[src/sv/cmvt_pkg.sv]
// shared types, constants and helpers for the complex matrix-vector transform unit
// no dependencies; imported by every module of the block
package cmvt_pkg;

  // fixed field widths
  localparam int ACC_W       = 40;
  localparam int LEN_W       = 7;
  localparam int OUT_ROW_W   = 6;
  localparam int ADDR_W      = 12;
  localparam int STORE_DEPTH = 4096;
  localparam int CFG_IDX_W   = 1;

  // request opcodes
  localparam logic OP_LOAD   = 1'b0;
  localparam logic OP_VECTOR = 1'b1;

  // configuration register indexes
  localparam logic [CFG_IDX_W-1:0] REG_IN_LENGTH  = 1'b0;
  localparam logic [CFG_IDX_W-1:0] REG_OUT_LENGTH = 1'b1;

  // complex accumulator value
  typedef struct packed {
    logic signed [ACC_W-1:0] re;
    logic signed [ACC_W-1:0] im;
  } acc_t;

  // control shared by every cell of the accumulator chain
  typedef struct packed {
    logic shift;
    logic clear;
  } cell_ctrl_t;

  // zero acts as one, anything above the maximum acts as the maximum
  function automatic logic [LEN_W-1:0] clamp_len(logic [LEN_W-1:0] v, int maxv);
    logic [LEN_W-1:0] r;
    if (v == '0) begin
      r = LEN_W'(1);
    end else if (int'(v) > maxv) begin
      r = LEN_W'(maxv);
    end else begin
      r = v;
    end
    return r;
  endfunction

endpackage

[src/sv/cmvt_cell.sv]
// one accumulator cell of the rotating chain
// depends on cmvt_pkg for the accumulator and control types
module cmvt_cell
  import cmvt_pkg::*;
(
  input  logic       clk,
  input  logic       rst,
  input  cell_ctrl_t ctrl,
  input  acc_t       prev,
  input  acc_t       addend,
  output acc_t       value
);

  // take the neighbor's value plus addend on shift, zero on reset or clear
  always_ff @(posedge clk) begin
    if (rst || ctrl.clear) begin
      value <= '0;
    end else if (ctrl.shift) begin
      value.re <= prev.re + addend.re;
      value.im <= prev.im + addend.im;
    end
  end

endmodule

[config.mk]
export PLATFORM = sky130hd
export DESIGN_NAME = cmvt_cell
export DESIGN_NICKNAME = d
export VERILOG_FILES = /design/src/sv/cmvt_pkg.sv /design/src/sv/cmvt_cell.sv
export SDC_FILE = /design/constraint.sdc
export NUM_CORES = 1
export LEC_CHECK = 0
export ABC_AREA = 1
export BUFFER_PORTS_ARGS = -buffer_cell sky130_fd_sc_hd__buf_2
export CAP_MARGIN = 0
export CORE_ASPECT_RATIO = 1.2
export CORE_MARGIN = 5
export CORE_UTILIZATION = 45
export CTS_CLUSTER_SIZE = 16
export DETAILED_ROUTE_END_ITERATION = 6
export GPL_ROUTABILITY_DRIVEN = 0
export PLACE_DENSITY_LB_ADDON = 0.2
export SYNTH_ARGS = -nofsm -noshare
export SYNTH_HDL_FRONTEND = slang
export SYNTH_SLANG_ARGS = --single-unit
export TNS_END_PERCENT = 5
[constraint.sdc]
create_clock -name clk -period 2.6 [get_ports clk]
set_input_delay 0.13 -clock clk [delete_from_list [all_inputs] [get_ports clk]]
set_output_delay 0.13 -clock clk [all_outputs]
set_load 0.01 [all_outputs]
**Word level (Yosys, flattened, before mapping)**

Index checks and enable logic that the tools add are counted.

- Flip-flop bits (word level): 80
- Output and inout bits: 80
- Bits of input ports: 164

- Reduce and logical (&&, ||, !) cells: 1
- Add/subtract/negate cells: 2

Operators with widths:

| operator | count |
|---|---|
| $add 40x40->40 | 2 |
| $logic_or 1x1->1 | 1 |

**Longest topological paths before layout**

- Word-level depth: 1
- Gate-level depth with buffers: 15
- Mapped depth without buffers: 15

**Worst setup path after synthesis**

OpenSTA, ideal clock, no wires.

- Path type: input -> register
- From: input port prev[0] (netlist name)
- To: register value[24] (netlist name)
- Arrival: 1.648 ns
- Required time: 2.491 ns
- Path slack: 0.843 ns
- Library setup time: 0.109 ns
- Stages on the path: 14
- Path buffers: 0
- Cells stage by stage: ha_1 fa_1 nand3_1 nand3_1 nand2_1 nand3_2 nand2_1 nand2_2 nand2_1 nand2_1 nand2_1 nand3_1 nand2_1 inv_1

- Longest elaborated chain between the ends: 1

Ends and longest elaborated chain:

| what | RTL line | text |
|---|---|---|
| start: declaration | cmvt_cell.sv:9 | `input acc_t prev,` |
| $add 40x40->40 | cmvt_cell.sv:20 | `value.im <= prev.im + addend.im;` |
| end: declaration | cmvt_cell.sv:11 | `output acc_t value` |

No other way between the ends.
A chain may end at the register's enable or synchronous reset.

**Final worst setup path**

Same ends and word-level chain as after synthesis.

==> metrics.csv <==
metric;value;unit
run_status;completed;
post-route-drc-count;0;
overflow;0;
required;2.85;ns
dr.first_iter.drc_count;460;
path_clk_slew;0.07;ns
syn_area;8920;sq um
fin_crit_sh;65.9;%
arrival;1.96;ns
finClkSkew;0;ns
fin_util;54.9;%
cts_setup_buffers;0;
vias_per_cell;4.72;
clock_sink_count;80;
hpwlAfterDp;22700;um
criticalPathCategory;in2reg;
place_area;10400;sq um
portBuffers;243;
holdBufCountCts;0;
relSlewSlack;57.3;%
cts_made_buffers;9;
grt_pass1_vias;9795;
setup-tns-final;0;ns
worstMarginPinSlew;0.641;ns
dieWidth;138;um
area_growth;20.3;%
core-area;19500;sq um
clock_latency;0.35;ns
htreeDepth;3;
regMostFlops;value;
finalHoldViolations;0;
synthCells;1634;
synth_nets;1878;
leakage;6.88;nW
setup_ws;0.887;ns
setup-violations-final;0;
root_buffer;clkbuf_16;
largest_reg_flops;80;
grt_max_degree;52;
hold_ws;0.165;ns
synth_seq_area_share;18.0;%
min-delay-start;addend[40];
cts_tree;yes;
drive_above_1_share;17.1;%
antenna_found_initial;0;
vias;10100;
powerDensity;416;nW/um^2
ir_drop;0.000283;V
grt_pass1_wl;44700;um
yosysWarnings;0;
ys_ff_latch;80;
io-pin-count;244;
die_h;164;um
largestRegisters;value: 80 flops;
wl_per_cell;12.8;um
place_ws;0.504;ns
first_pass_iters;6;
start_util;45.6;%
ant_nets;0;
rows;56;
worstSetupStartpoint;prev[0];
routed_wl;27300;um
cp-end-kind;flip-flop;
antennaDiodeCount;0;
yosys.cell_types.count;28;
hp-class;in2reg;
design_area;10700;sq um
die_area;22700;sq um
totalPowerFinal;4.46;mW
clk_path_buf_depth;2;
r2r-start;value[8]$_SDFFE_PP0P_;
cap_viol_max_count;0;
fin_nets;2114;
final_cells;2136;
grt.total_usage;23.6;%
rsz0062_at_grt;no;
cts_resized;0;
crit_fanout;4;
synth_area_per_cell;5.46;sq um
finalCriticalPeriod;1.71;ns
worst_setup_path_start_kind;input port;
clock.fmax;584;MHz
placed_cells;2120;
slew_violations;0;
-- final timing paths --
path / slack, ns / cells past startpoint / endpoint
worst max-delay path: 0.89 / 15 / value[24]$_SDFFE_PP0P_
worst min-delay path: 0.16 / 4 / value[40]$_SDFFE_PP0P_
worst max register to register: 1.86 / 4 / value[8]$_SDFFE_PP0P_
worst min register to register: 0.47 / 2 / value[41]$_SDFFE_PP0P_
-- cells in the mapped netlist (all sizes together) --
library cell | count | area (sq um)
clkbuf | 18 | 67.6
o21bai | 4 | 30.0
fa | 2 | 40.0
nand4 | 2 | 12.5
xnor2 | 6 | 52.6
nor3 | 8 | 40.0
nand3 | 117 | 661
a21oi | 67 | 343
xor2 | 38 | 333
o211ai | 2 | 15.0
clkinv | 2 | 7.51
inv | 315 | 1180
dfxtp | 80 | 1600
nand3b | 2 | 27.5
buf | 7 | 28.8
nand2 | 529 | 2040
nor2 | 291 | 1130
o21ai | 66 | 330
ha | 78 | 976
-- critical path, cell delays in order --
cell and delay (ns):
buf_2 0.10, ha_1 0.25, fa_1 0.45, nand3_1 0.11
nand3_1 0.17, nand2_1 0.12, nand3_2 0.09, nand2_1 0.11
nand2_2 0.07, nand2_1 0.08, nand2_1 0.05, nand2_1 0.06
nand3_1 0.06, nand2_1 0.08, inv_1 0.03
-- report_power, final --
part,switching (mW),internal (mW)
Clock,0.592,0.775
Combinational,1.12,0.654
Sequential,0.0359,1.29
-- placed cells by master (no fill, tap or decap), types with 3 or more instances in the layout --
| cell | n |
|---|---|
| a21oi_1 | 65 |
| buf_2 | 242 |
| buf_4 | 8 |
| clkbuf_16 | 9 |
| clkinv_4 | 3 |
| dfxtp_1 | 80 |
| ha_1 | 78 |
| inv_1 | 309 |
| inv_2 | 5 |
| nand2_1 | 507 |
| nand2_2 | 22 |
| nand3_1 | 102 |
| nand3_2 | 15 |
| nor2_1 | 283 |
| nor2_2 | 5 |
| nor2_4 | 3 |
| nor3_1 | 8 |
| o21ai_0 | 58 |
| o21ai_1 | 8 |
| o21bai_1 | 4 |
| xnor2_1 | 6 |
| xor2_1 | 38 |
-- area by class of cell --
cell class / instances / area (sq um)
fill: 2077 / 8820
multi-input combinational: 1212 / 6030
sequential: 80 / 1600
timing repair buffer: 250 / 1270
inverter: 317 / 1190
tap: 261 / 327
clock buffer: 10 / 239
clock inverter: 6 / 68.8
-- routing by layer --
layer / up-vias / track usage [%] / share of wire [%]
li1: 5425 / - / -
met3: 56 / 3.81 / 5.5
met4: 0 / 8.40 / 2.9
met5: - / 0 / 0
met1: 4315 / 26.8 / 41
met2: 285 / 44.5 / 50
-- kinds of logic after synthesis --
logic type,count (synthesis),synth area share (%)
adders and majority gates,80,11.4
xor gates and xnor gates,44,4.32
and+or+nand+nor,949,43.8
buffers and inverters,342,14.4
DFF,80,18.0
AOI/OAI and AO/OA,139,8.06
(Power assumes the default switching activity.)
