`config.mk`:
```
export PLATFORM = sky130hd
export DESIGN_NAME = cmvt_mac
export DESIGN_NICKNAME = d
export VERILOG_FILES = /design/src/sv/cmvt_pkg.sv /design/src/sv/cmvt_mac.sv
export SDC_FILE = /design/constraint.sdc
export NUM_CORES = 2
export LEC_CHECK = 0
export ABC_CLOCK_PERIOD_IN_PS = 7200
export BUFFER_PORTS_ARGS = -buffer_cell sky130_fd_sc_hd__buf_2
export CAP_MARGIN = 20
export CORE_MARGIN = 2
export CORE_UTILIZATION = 30
export CTS_CLUSTER_DIAMETER = 100
export CTS_CLUSTER_SIZE = 28
export DETAILED_ROUTE_END_ITERATION = 6
export GPL_ROUTABILITY_DRIVEN = 0
export GPL_TIMING_DRIVEN = 1
export PLACE_DENSITY = 0.5
export SLEW_MARGIN = 20
export SYNTH_ARGS = -nofsm -noshare
export SYNTH_HDL_FRONTEND = slang
export SYNTH_SLANG_ARGS = --single-unit
```
`constraint.sdc`:
```
create_clock -name clk -period 7.2 [get_ports clk]
set_clock_uncertainty 0.15 [all_clocks]
set_input_delay 1.08 -clock clk [delete_from_list [all_inputs] [get_ports clk]]
set_output_delay 1.08 -clock clk [all_outputs]
set_load 0.01 [all_outputs]
```
`src/sv/cmvt_pkg.sv`:
```
// shared types, constants and helpers for the complex matrix-vector transform unit
// no dependencies; imported by every module of the block
package cmvt_pkg;

  // fixed field widths
  localparam int ACC_W       = 40;
  localparam int LEN_W       = 7;
  localparam int OUT_ROW_W   = 6;
  localparam int ADDR_W      = 12;
  localparam int STORE_DEPTH = 4096;
  localparam int CFG_IDX_W   = 1;

  // request opcodes
  localparam logic OP_LOAD   = 1'b0;
  localparam logic OP_VECTOR = 1'b1;

  // configuration register indexes
  localparam logic [CFG_IDX_W-1:0] REG_IN_LENGTH  = 1'b0;
  localparam logic [CFG_IDX_W-1:0] REG_OUT_LENGTH = 1'b1;

  // complex accumulator value
  typedef struct packed {
    logic signed [ACC_W-1:0] re;
    logic signed [ACC_W-1:0] im;
  } acc_t;

  // control shared by every cell of the accumulator chain
  typedef struct packed {
    logic shift;
    logic clear;
  } cell_ctrl_t;

  // zero acts as one, anything above the maximum acts as the maximum
  function automatic logic [LEN_W-1:0] clamp_len(logic [LEN_W-1:0] v, int maxv);
    logic [LEN_W-1:0] r;
    if (v == '0) begin
      r = LEN_W'(1);
    end else if (int'(v) > maxv) begin
      r = LEN_W'(maxv);
    end else begin
      r = v;
    end
    return r;
  endfunction

endpackage

```
`src/sv/cmvt_mac.sv`:
```
// complex multiply pipeline: registered partial products, then registered sums
// depends on cmvt_pkg for the accumulator type
module cmvt_mac
  import cmvt_pkg::*;
#(
  parameter int DATA_WIDTH = 16
) (
  input  logic                         clk,
  input  logic                         rst,
  input  logic                         in_vld,
  input  logic                         in_active,
  input  logic signed [DATA_WIDTH-1:0] coef_re,
  input  logic signed [DATA_WIDTH-1:0] coef_im,
  input  logic signed [DATA_WIDTH-1:0] x_re,
  input  logic signed [DATA_WIDTH-1:0] x_im,
  output logic                         busy,
  output logic                         sum_vld,
  output acc_t                         sum
);

  localparam int PROD_W = 2 * DATA_WIDTH;

  logic                     prod_vld;
  logic                     prod_active;
  logic signed [PROD_W-1:0] p_rr;
  logic signed [PROD_W-1:0] p_ii;
  logic signed [PROD_W-1:0] p_ri;
  logic signed [PROD_W-1:0] p_ir;

  // control of both stages
  always_ff @(posedge clk) begin
    if (rst) begin
      prod_vld <= 1'b0;
      sum_vld  <= 1'b0;
    end else begin
      prod_vld <= in_vld;
      sum_vld  <= prod_vld;
    end
  end

  // four partial products
  always_ff @(posedge clk) begin
    prod_active <= in_active;
    p_rr        <= coef_re * x_re;
    p_ii        <= coef_im * x_im;
    p_ri        <= coef_re * x_im;
    p_ir        <= coef_im * x_re;
  end

  // complex sum, wrapped to accumulator width; inactive rows add nothing
  always_ff @(posedge clk) begin
    if (prod_active) begin
      sum.re <= ACC_W'(p_rr) - ACC_W'(p_ii);
      sum.im <= ACC_W'(p_ri) + ACC_W'(p_ir);
    end else begin
      sum.re <= '0;
      sum.im <= '0;
    end
  end

  assign busy = prod_vld | sum_vld;

endmodule

```
# [Word-level counts from Yosys, hierarchy flattened]
# Cells that the tools add are included.
# W data, S select, Z words.
[totals] word_cells=16 out_inout_bits=82 inputBits=68 regBits=211
[op_classes] mul=4 addsub=2 bitwise_logic=1
[op_table] cell="$mul A16 B16 Y32" n=4
[op_table] cell="$add A32 B32 Y33" n=1
[op_table] cell="$sub A32 B32 Y33" n=1
[op_table] cell="$or A1 B1 Y1" n=1

# [Longest topological paths before layout]
[depth] word_depth=1 ltp_mapped=24

# [Worst setup path before layout]
# OpenSTA, ideal clock, no wires.
[synth_timing] path_kind="input port to flip-flop" start="input port coef_im[15]" end="register p_ir[31]" slack_ps=227 setup_ps=72 arrival_ps=6751 path_stages=21 path_cell_list="clkbuf_1 nand2_1 inv_1 fa_1 fa_1 fa_1 fa_1 fa_1 inv_1 fa_1 inv_1 ha_1 nand2_1 o21ai_0 o211ai_1 a21oi_1 a211o_1 a2111o_1 a31o_2 a21oi_1 xnor2_1"
[synth_between] elab_chain_cells=1
[synth_rtl] item="from (decl)" line="cmvt_mac.sv:13" source="input logic signed [DATA_WIDTH-1:0] coef_im,"
[synth_rtl] item="$mul A16 B16 Y32" line="cmvt_mac.sv:47" source="p_ir <= coef_im * x_re;"
[synth_rtl] item="to (signal assigned)" line="cmvt_mac.sv:47"
[synth_rtl] item="to (decl)" line="cmvt_mac.sv:28" source="logic signed [PROD_W-1:0] p_ir;"
# No other way between the ends.
# A chain may end at the register's enable or synchronous reset.

# [Worst setup path after layout]
[layout_timing] start="input port x_re[10]" end="register p_rr[31]"
[layout_between] elab_chain_cells=1
[layout_rtl] item="from (decl)" line="cmvt_mac.sv:14" source="input logic signed [DATA_WIDTH-1:0] x_re,"
[layout_rtl] item="$mul A16 B16 Y32" line="cmvt_mac.sv:44" source="p_rr <= coef_re * x_re;"
[layout_rtl] item="to (signal assigned)" line="cmvt_mac.sv:44"
[layout_rtl] item="to (decl)" line="cmvt_mac.sv:25" source="logic signed [PROD_W-1:0] p_rr;"
# No other way between the ends.

==> summary.md <==
| Metric | Value |
|---|---|
| TritonRoute pass-1 iters | `5` |
| Post-route ant nets | `0` |
| IO buf count | `around 150` |
| Total grt overflow | `0` |
| Vias | `33994` |
| CTS H-Tree Depth | `4` |
| Die Span X | `399.5 um` |
| R2R cell count | `10` |
| Slew HR | `0.2755` |
| TritonCTS Buffers | `17` |
| Final Max Tran Viols | `0` |
| HP Start | `prod_vld$_SDFF_PP0_` |
| Post-synth top cells | `inv_1, fa_1, nand2_1` |
| Final Setup Violations | `0` |
| Final Hold Fails | `0` |
| Multi-input combinational cell area | `37520 um2` |
| Number of flops mapped to enable cells by yosys | `0` |
| DR WL/cell | `about 16 um` |
| Crit path DAT | `7.19 ns` |
| Layout cell share with drive strength beyond 1 | `0.1183` |
| Clock tree buffer depth | `2` |
| Min Hold Slack | `0.3092 ns` |
| Post-DP Area | `~53000 um2` |
| IO Pins | `150` |
| Clk root buf | `clkbuf_16` |
| Initial Util | `0.3012` |
| Count leader, synth | `inv_1` |
| CTS clk-pin slew, worst paths | `0.09 ns` |
| Gr usage total | `0.1637` |
| Fmax | `144.7 MHz` |
| DRC errors left | `0` |
| Top FF cell, synth | `dfxtp_1` |
| Kind of critical path | `in -> reg` |
| Total Die Area | `159600 um2` |
| Mapped Area | `46940 um2` |
| Detailed Route WL | `123400 um` |
| Min cycle time layout | `6.913 ns` |
| Top cells by area, synth | `fa_1, ha_1, inv_1` |
| Number of DRC markers in iteration 0 | `1806` |
| First-pass GRT wire length | `201300 um` |
| YS warnings | `0` |
| Worst slew pin tran | `between 1 and 1.5 ns` |
| RR Startpoint | `p_ri[1]$_DFF_P_` |
| CTS Sinks | `between 150 and 200` |
| Crit path launch | `x_re[10]` |
| Initial antenna violation count | `17` |
| Core box area | `155800 um2` |
| Post-Syn Nets | `roughly 6600` |
| TritonCTS clock tree | `built` |
| Post-synthesis average cell area | `9.160 um2` |
| CP Capture Type | `flip-flop` |
| Yosys top cell by area | `fa_1` |
| Crit share post-route | `0.9601` |
| Worst hold path class | `reg -> reg` |
| Fillers | `16089` |
| Critical Path RT | `7.48 ns` |
| Core Rows | `145` |
| Vias per cell | `4.477` |
| Synth top area share | `0.4479` |
| Clock latency on the worst-skew pair | `0.55 ns` |
| Synth Instances | `between 5000 and 6000` |
| Final Instance Area | `53950 um2` |
| Ys async rst share | `0` |
| RSZ-0062 raised after global routing | `false` |
| Status | `completed` |
| Post-synthesis sequential area ratio | `0.08403` |
| Total setup buffers inserted after CTS | `0` |
| Crit path launch type | `input pin` |
| Synthesis-to-layout area growth | `14.95%` |
| NumNets Final | `7027` |
| Maximum Capacitance Violations | `0` |
| Vias in the first global route | `36042` |
| Die Ht | `399.5 um` |
| Yosys cell types | `77` |
| FF/Latch Area | `around 3900 um2` |
| Max FO, Critical Path | `13` |
| Hold Path Stages | `1` |
| Yosys reg bits | `197` |
| HPWL after DPL | `107400 um` |
| Largest net degree at the start of global routing | `34` |
cells by family (layout without fill, tap and decap cells):
| kind of cell | count (synthesis) | in the layout | share of synthesized area |
|---|---|---|---|
| adder cells (fa/ha/maj) | 1442 | 1442 | 0.5524 |
| AND/OR/NAND/NOR | 1387 | 1387 | 0.1465 |
| other | 0 | 5 | 0 |
| buffers and inverters | 1450 | 1856 | 0.1171 |
| AO/OA/AOI/OAI | 458 | 458 | 0.06451 |
| multiplexers | 4 | 4 | 0.0008531 |
| flip-flops | 197 | 197 | 0.08403 |
| XOR/XNOR | 186 | 186 | 0.03471 |
critical path, cell delays in order:
cell and delay [ns]:
buf_2 0.47, buf_4 0.30, nand2_1 0.09, fa_1 0.54, inv_1 0.06, fa_1 0.56
fa_1 0.44, fa_1 0.49, fa_1 0.49, inv_1 0.05, fa_1 0.47, inv_1 0.04
ha_1 0.36, o2111ai_1 0.22, nor2_1 0.33, o2111ai_2 0.33, a21oi_2 0.29, o21ai_0 0.14
nand4_1 0.16, a21oi_1 0.10, xnor2_1 0.15
path summary, 6_finish.rpt:
kind	to	slack, ns
worst max-delay path	p_rr[31]$_DFF_P_	0.29
worst min-delay path	sum_vld$_SDFF_PP0_	0.31
worst max register to register	sum[29]$_SDFF_PN0_	3.58
worst min register to register	sum_vld$_SDFF_PP0_	0.31
flip-flops by register name (all words and copies together) (netlist names):
| name | flops |
|---|---|
| p_rr | 32 |
| p_ii | 32 |
| prod_vld | 1 |
| p_ir | 32 |
| sum_vld | 1 |
| sum | 66 |
| p_ri | 32 |
| prod_active | 1 |
layout by cell type (no fill, tap or decap), drive strengths merged, types with 25 or more instances in the layout:
master,count
and2,514
nand3,25
o21ai,89
fa,1050
a21oi,136
clkbuf,26
ha,392
inv,1240
a21o,68
xor2,55
nand2b,39
dfxtp,197
nand2,527
nor2,178
xnor2,131
nor3,25
buf,582
cell type report:
| class | instances | area share |
|---|---|---|
| clock inverter | 14 | 0.002597 |
| multi-input combinational | 3477 | 0.6954 |
| sequential | 197 | 0.07310 |
| clock buffer | 18 | 0.007955 |
| tap | 2058 | 0.04773 |
| timing repair buffer | 590 | 0.08715 |
| antenna | 5 | 0.0002319 |
| inverter | 1234 | 0.08585 |
per-layer routing:
layer  track usage  up-vias  part of all wire
met5             0        -           0.00078
met4       0.04102       16             0.022
met3       0.02264       92             0.048
met2        0.2626      641              0.46
met1        0.2318    17283              0.47
li1              -    15962                 -
repair_timing:
item | in CTS | in global routing
endpoints found under the setup margin | 0 | 5
hold endpoints to repair | 0 | 0
resized for setup | 0 | 12
hold buffers | 0 | 0
metrics by stage:
stage               std cells  TNS [ns]  utilization  setup WS, ns
floorplan                5124         0            -        0.2272
global placement         7556    -2.610       0.3422       -0.4171
detailed placement       7556    -2.784       0.3422       -0.3425
CTS                      7588         0       0.3458        0.2477
global route             7589         0       0.3461      0.004881
finish                   7593         0       0.3462        0.2873
Power is left out: the tool's default activity adds up to more than one toggle a clock period on the data nets, which glitch-free logic cannot reach.
